$ cat config.mk
export PLATFORM = sky130hd
export DESIGN_NAME = refcounted_clock_gate_arbiter
export DESIGN_NICKNAME = d
export VERILOG_FILES = /design/src/rtl/rcga_pkg.sv /design/src/rtl/refcounted_clock_gate_arbiter.sv
export SDC_FILE = /design/constraint.sdc
export NUM_CORES = 2
export LEC_CHECK = 0
export BUFFER_PORTS_ARGS = -buffer_cell sky130_fd_sc_hd__buf_2
export CORE_AREA = 3 3 399 401
export CTS_CLUSTER_DIAMETER = 80
export CTS_CLUSTER_SIZE = 28
export DETAILED_ROUTE_END_ITERATION = 16
export DIE_AREA = 0 0 402 404
export GPL_TIMING_DRIVEN = 0
export SLEW_MARGIN = 10
export SYNTH_ARGS = -nofsm -noshare
export SYNTH_HDL_FRONTEND = slang
export SYNTH_SLANG_ARGS = --single-unit
$ cat constraint.sdc
create_clock -name clk -period 17.9 [get_ports clk]
set_input_delay 3.58 -clock clk [delete_from_list [all_inputs] [get_ports clk]]
set_output_delay 3.58 -clock clk [all_outputs]
set_load 0.03 [all_outputs]
$ cat src/rtl/rcga_pkg.sv
// Shared types and codes for the reference-counted clock gate arbiter.
// Depends on nothing; imported by refcounted_clock_gate_arbiter.
package rcga_pkg;

  // Request actions
  localparam logic [1:0] ACT_GET       = 2'd0;
  localparam logic [1:0] ACT_PUT       = 2'd1;
  localparam logic [1:0] ACT_UNSUP     = 2'd2;
  localparam logic [1:0] ACT_PEER_GONE = 2'd3;

  // Result status codes
  localparam logic [2:0] ST_OK          = 3'd0;
  localparam logic [2:0] ST_INVALID     = 3'd1;
  localparam logic [2:0] ST_OVERFLOW    = 3'd2;
  localparam logic [2:0] ST_RELEASED    = 3'd3;
  localparam logic [2:0] ST_UNSUPPORTED = 3'd4;

  // Configuration register index (byte address 8*i, index in paddr[3])
  localparam logic REG_VIDEO_MASK = 1'b0;

  // Field widths
  localparam int ACT_W   = 2;
  localparam int IDX_W   = 8;
  localparam int GEN_W   = 32;
  localparam int STAT_W  = 3;
  localparam int CNT_W   = 16;
  localparam int EN_W    = 64;
  localparam int IN_TDATA_W  = 80;
  localparam int OUT_TDATA_W = 88;
  localparam int CFG_DATA_W  = 64;
  localparam int CFG_ADDR_W  = 4;

  typedef logic [CNT_W-1:0] count_t;

  // Sequencer states, one-hot
  typedef enum logic [2:0] {
    S_IDLE = 3'b001,
    S_READ = 3'b010,
    S_EXEC = 3'b100
  } seq_state_t;

endpackage

$ cat src/rtl/refcounted_clock_gate_arbiter.sv
// Top level of the reference-counted clock gate arbiter: vote counter memory,
// request sequencer with one shared increment/decrement unit, APB register.
// Depends on rcga_pkg.
// Sequence: capture, counter memory read, update through the shared +/-1 adder;
//   one item at a time, and the update waits while the result register is full.
// Reset (rst_n, synchronous, active low): all vote counters read as zero
//   through cleared enable bits, owner generation, domain power and mask clear.
module refcounted_clock_gate_arbiter #(
  parameter int NUM_CLOCKS = 64
) (
  input  logic                               clk,
  input  logic                               rst_n,
  // in_tdata: action[1:0], clock_index[9:2], request_generation[41:10],
  //           current_generation[73:42], zero pad [79:74]
  input  logic                               in_tvalid,
  output logic                               in_tready,
  input  logic [rcga_pkg::IN_TDATA_W-1:0]    in_tdata,
  // out_tdata: status[2:0], vote_count[18:3], clock_enables[82:19],
  //            video_power_on[83], zero pad [87:84]
  output logic                               out_tvalid,
  input  logic                               out_tready,
  output logic [rcga_pkg::OUT_TDATA_W-1:0]   out_tdata,
  // Configuration port
  input  logic                               cfg_psel,
  input  logic                               cfg_penable,
  input  logic                               cfg_pwrite,
  input  logic [rcga_pkg::CFG_ADDR_W-1:0]    cfg_paddr,
  input  logic [rcga_pkg::CFG_DATA_W-1:0]    cfg_pwdata,
  output logic [rcga_pkg::CFG_DATA_W-1:0]    cfg_prdata,
  output logic                               cfg_pready
);
  import rcga_pkg::*;

  localparam int CLK_IDX_W = (NUM_CLOCKS > 1) ? $clog2(NUM_CLOCKS) : 1;
  localparam logic [IDX_W-1:0] NUM_CLOCKS_IDX = IDX_W'(NUM_CLOCKS);

  // Unpack the input transfer
  logic [ACT_W-1:0] in_action;
  logic [IDX_W-1:0] in_index;
  logic [GEN_W-1:0] in_req_gen;
  logic [GEN_W-1:0] in_cur_gen;
  assign in_action  = in_tdata[1:0];
  assign in_index   = in_tdata[9:2];
  assign in_req_gen = in_tdata[41:10];
  assign in_cur_gen = in_tdata[73:42];

  // Control state
  seq_state_t              state_r, state_nxt;
  logic [NUM_CLOCKS-1:0]   en_r, en_nxt;
  logic                    dom_r, dom_nxt;
  logic [GEN_W-1:0]        owner_r, owner_nxt;
  logic [EN_W-1:0]         mask_r;
  logic                    out_valid_r, out_valid_nxt;

  // Captured request (payload)
  logic [ACT_W-1:0]        act_r;
  logic [CLK_IDX_W-1:0]    idx_r;
  logic [GEN_W-1:0]        gen_r;
  logic                    valid_req_r;

  // Counter memory
  count_t                  mem [NUM_CLOCKS];
  count_t                  rd_data_r;
  logic                    mem_we;
  count_t                  mem_wdata;

  // Result register (payload)
  logic [STAT_W-1:0]       res_status_r, res_status_nxt;
  count_t                  res_count_r, res_count_nxt;
  logic [EN_W-1:0]         res_en_r, res_en_nxt;
  logic                    res_dom_r, res_dom_nxt;

  logic                    in_xfer;
  logic                    res_free;
  logic                    cfg_wr;

  assign in_tready = (state_r == S_IDLE);
  assign in_xfer   = in_tvalid && in_tready;
  assign res_free  = !out_valid_r || out_tready;

  // Configuration port
  assign cfg_pready = 1'b1;
  assign cfg_wr     = cfg_psel && cfg_penable && cfg_pwrite && cfg_pready;
  assign cfg_prdata = (cfg_paddr[3] == REG_VIDEO_MASK) ? mask_r : '0;

  always_ff @(posedge clk) begin
    if (!rst_n) begin
      mask_r <= '0;
    end else if (cfg_wr && (cfg_paddr[3] == REG_VIDEO_MASK)) begin
      mask_r <= cfg_pwdata;
    end
  end

  // Capture the request and check it against the link generation
  always_ff @(posedge clk) begin
    if (in_xfer) begin
      act_r       <= in_action;
      idx_r       <= in_index[CLK_IDX_W-1:0];
      gen_r       <= in_req_gen;
      valid_req_r <= (in_req_gen != '0) && (in_req_gen == in_cur_gen) &&
                     (in_index < NUM_CLOCKS_IDX);
    end
  end

  // Counter memory: one write port, registered read
  always_ff @(posedge clk) begin
    if (mem_we) begin
      mem[idx_r] <= mem_wdata;
    end
  end

  always_ff @(posedge clk) begin
    if (state_r == S_READ) begin
      rd_data_r <= mem[idx_r];
    end
  end

  // Update step: shared +/-1 unit, enable bits, domain power
  logic                  clr;
  logic [NUM_CLOCKS-1:0] en_base;
  logic                  dom_base;
  count_t                cnt;
  count_t                sum;
  logic                  is_video;
  logic                  is_getput;
  logic                  at_limit;
  logic [NUM_CLOCKS-1:0] en_new;

  always_comb begin
    clr       = (owner_r != gen_r);
    en_base   = clr ? '0 : en_r;
    dom_base  = clr ? 1'b0 : dom_r;
    cnt       = en_base[idx_r] ? rd_data_r : '0;
    sum       = cnt + ((act_r == ACT_GET) ? count_t'(1) : {CNT_W{1'b1}});
    is_video  = mask_r[idx_r];
    is_getput = (act_r == ACT_GET) || (act_r == ACT_PUT);
    at_limit  = (act_r == ACT_GET) ? (cnt == {CNT_W{1'b1}}) : (cnt == '0);
    en_new    = en_base;
    en_new[idx_r] = (sum != '0);

    state_nxt      = state_r;
    en_nxt         = en_r;
    dom_nxt        = dom_r;
    owner_nxt      = owner_r;
    out_valid_nxt  = out_valid_r && !out_tready;
    mem_we         = 1'b0;
    mem_wdata      = sum;
    res_status_nxt = res_status_r;
    res_count_nxt  = res_count_r;
    res_en_nxt     = res_en_r;
    res_dom_nxt    = res_dom_r;

    case (state_r)
      S_IDLE: begin
        if (in_xfer) begin
          state_nxt = S_READ;
        end
      end
      S_READ: begin
        state_nxt = S_EXEC;
      end
      S_EXEC: begin
        // hold until the result register is free
        if (res_free) begin
          state_nxt     = S_IDLE;
          out_valid_nxt = 1'b1;
          if (act_r == ACT_PEER_GONE) begin
            en_nxt         = '0;
            dom_nxt        = 1'b0;
            owner_nxt      = '0;
            res_status_nxt = ST_OK;
            res_count_nxt  = '0;
          end else if (!valid_req_r) begin
            res_status_nxt = ST_INVALID;
            res_count_nxt  = '0;
          end else begin
            owner_nxt      = gen_r;
            en_nxt         = en_base;
            dom_nxt        = dom_base;
            res_count_nxt  = cnt;
            if (!is_getput) begin
              res_status_nxt = ST_UNSUPPORTED;
            end else if (at_limit) begin
              res_status_nxt = (act_r == ACT_GET) ? ST_OVERFLOW : ST_RELEASED;
            end else begin
              res_status_nxt = ST_OK;
              res_count_nxt  = sum;
              en_nxt         = en_new;
              mem_we         = 1'b1;
              if (is_video) begin
                dom_nxt = |(en_new & mask_r[NUM_CLOCKS-1:0]);
              end
            end
          end
          res_en_nxt  = EN_W'(en_nxt);
          res_dom_nxt = dom_nxt;
        end
      end
      default: begin
        state_nxt = S_IDLE;
      end
    endcase
  end

  // Control registers
  always_ff @(posedge clk) begin
    if (!rst_n) begin
      state_r     <= S_IDLE;
      en_r        <= '0;
      dom_r       <= 1'b0;
      owner_r     <= '0;
      out_valid_r <= 1'b0;
    end else begin
      state_r     <= state_nxt;
      en_r        <= en_nxt;
      dom_r       <= dom_nxt;
      owner_r     <= owner_nxt;
      out_valid_r <= out_valid_nxt;
    end
  end

  // Result registers
  always_ff @(posedge clk) begin
    res_status_r <= res_status_nxt;
    res_count_r  <= res_count_nxt;
    res_en_r     <= res_en_nxt;
    res_dom_r    <= res_dom_nxt;
  end

  assign out_tvalid = out_valid_r;
  assign out_tdata  = {4'b0, res_dom_r, res_en_r, res_count_r, res_status_r};

endmodule

==> run metrics <==
Synth cell types 79; PwrDens slightly above 100 nW/µm²; CTS tree built; worst hold path type reg -> reg; area leader, netlist edfxtp_1; Ys Warns 0; Post-synth EDFFs 1,165; final hold vios 0; Synth top cells by count edfxtp_1 (1,165), a22oi_1 (365), nand2_1 (340), clkbuf_1 (256), dfxtp_1 (165); CTS Hold Bufs 0; failing checks max-capacitance violations; Synth top area share between 60% and 70%; Synth Area in Adders 0.382%; num rows 145; first drt pass iteration count 6; CTS Buf Count 68; CTS H-tree depth 3; Area Overhead vs Synth 15.0%; layout cells sized above 1 14.7%; worst clock skew 0.0640 ns; sequential share of the synthesized area a little over two thirds; Root Driver clkbuf_16; worst reg2reg path depth 29; largest net degree at the start of global routing a little under 70; total core area around 160,000 µm²; compound-cell area share of the yosys netlist 16.4%; status finished with violations; drt total wl 242 mm; most common cell in the netlist edfxtp_1; Skew-Pair Late Insertion Delay 0.75 ns; CP max stage cell a2111oi_0; final setup TNS 0 ns; chip width about 400 µm; reg2reg setup slack 5.50 ns; crit path DAT 12.80 ns; largest family of logic cells by synthesized area compound AO/OA/AOI/OAI gates; total track usage 28.9%; Initial Util 34.8%; post-route cell area 62,500 µm²; CP startpoint kind flop; first-pass GRT wire length 324 mm; relative slew slack 0.708%; type of element capturing the critical path flop; 1st-iter DRT viols 6,309; WS Path Type reg -> reg; post-CTS sizing 0; vias in the first global route about 38,000; min cycle time layout 12.40 ns; simple-gate share of the synthesized area 8.60%; final antenna-violating net count 0; Mean Syn Cell Area about 14 µm²; IO Pins 310; DP Area 60,200 µm²; Slew Limit Fails 0; Via density between 6 and 7; post-synthesis async set-or-reset flop share 0%; Primary FF master, synth edfxtp_1; Synth Register Bits 1,330; Max stage delay on crit path 1.17 ns; Synth Instances 3,954; IO buf count 294; r2r startpoint gen_r[22]; initial antenna violation count 10; fmax roughly 80 MHz; Final setup viols 0; worst vdd ir 0.0000795 V; Routed WL per cell 37.2 µm; DRC 0; Mapped Area 54,400 µm²; hpwl dp 172 mm; ranking of synthesized cells by area edfxtp_1 (64%), dfxtp_1 (6.1%), a22oi_1 (5.0%); Reg clk slew, reported paths 0.10 ns; leak pwr 19.8 nW; Slew @ Worst Pin 1.48 ns; Die ar. 162,000 µm²; Final #Nets approximately 4,600; worst hold endpoint mask_r[13]; Setup Buffers After CTS 0; Tcrit/Tclk final 69.3%; RePlAce Congestion just under 1; multiplexer share of the synthesized area 0.589%; Sink Count 1,330; hold path startpoint mask_r[13]; worst hold slack 0.471 ns; DR vias 41,001; RSZ-0062 raised after global routing false; Reg-to-Reg End res_dom_r; Die Ht 404 µm; max_cap viols 1; crit path max fanout 67; Req. time, crit path 18.31 ns; gr ovfl total 0; Worst Hold Depth 2; Post-Synth XOR/XNOR Area 1.13%; CTS Buffer Depth 3
-- area by class of cell --
| class | count | area [µm²] |
|---|---|---|
| timing repair buffer | 387 | 2960 |
| buffer | 318 | 1290 |
| clock inverter | 34 | 559 |
| fill | 14633 | 93500 |
| clock buffer | 69 | 1710 |
| tap | 2058 | 2570 |
| sequential | 1330 | 38300 |
| multi-input combinational | 2284 | 15000 |
| inverter | 25 | 96.3 |
| antenna | 9 | 22.5 |
-- layout by cell type (no fill, tap or decap), types with 68 or more instances in the layout --
cell	n
a21boi_0	71
a21oi_1	110
a221oi_1	102
a22o_1	135
a22oi_1	365
a31oi_1	138
buf_2	314
clkbuf_1	231
clkbuf_16	68
dfxtp_1	165
edfxtp_1	1165
nand2_1	339
nand4_1	80
nor2_1	78
nor2b_1	144
o21ai_0	84
-- metrics by stage --
step | setup slack, ns | std cells | utilization [%] | power, W
2_1_floorplan | 9.38 | 3957 | - | 0.00408
3_3_place_gp | 2.14 | 6309 | 37.4 | 0.00451
3_5_place_dp | 5.83 | 6402 | 38.6 | 0.00458
4_1_cts | 5.78 | 6505 | 40.1 | 0.00641
5_1_grt | 5.27 | 6507 | 40.1 | 0.00657
6_report | 5.50 | 6514 | 40.1 | 0.00644
-- where the power goes --
group	switching (W)	internal [W]
registers	0.0000140	0.00361
logic	0.000717	0.000213
clock network	0.00110	0.000794
-- state kept, by name, summed over array words and instances, names as in the netlist, 16 cells and up --
| name | flops |
|---|---|
| res_count_r | 16 |
| mem | 1024 |
| rd_data_r | 16 |
| res_en_r | 64 |
| mask_r | 64 |
| en_r | 64 |
| owner_r | 32 |
| gen_r | 32 |
-- routing by layer --
layer	routed length, µm	global-route usage, %	vias up
met5	13	0	-
met2	108000	44.6	3117
li1	-	-	16615
met3	27900	7.00	638
met4	18400	17.7	2
met1	88200	36.7	20629
-- how the worst max path moves through the flow --
stage,start,endpoint,slack [ns],cells after the start
after floorplan,gen_r[22],en_r[20],9.38,30
after global placement,gen_r[22],en_r[45],2.14,29
after detailed placement,gen_r[22],res_dom_r,5.83,29
after CTS,gen_r[22],res_dom_r,5.78,29
after global routing,gen_r[22],res_dom_r,5.27,28
final,gen_r[22],res_dom_r,5.50,29
-- cell families (layout without fill, tap and decap cells) --
group,count (synthesis),count (layout)
compound gates,1220,1220
xor+xnor,70,70
fa+ha+maj,16,16
buf+inv,343,833
flops,1330,1330
mux,32,32
other cells,2,14
simple gates,941,941
-- critical path: cells and delay by family (launching register included) --
family          cells  cell delay [ns]
fa+ha+maj           1             0.67
buf+inv             4             1.08
simple gates       13             5.41
compound gates     10             4.14
flops               1             0.43
xor+xnor            1             0.29
No activity file was read; power rests on OpenSTA's default activity.
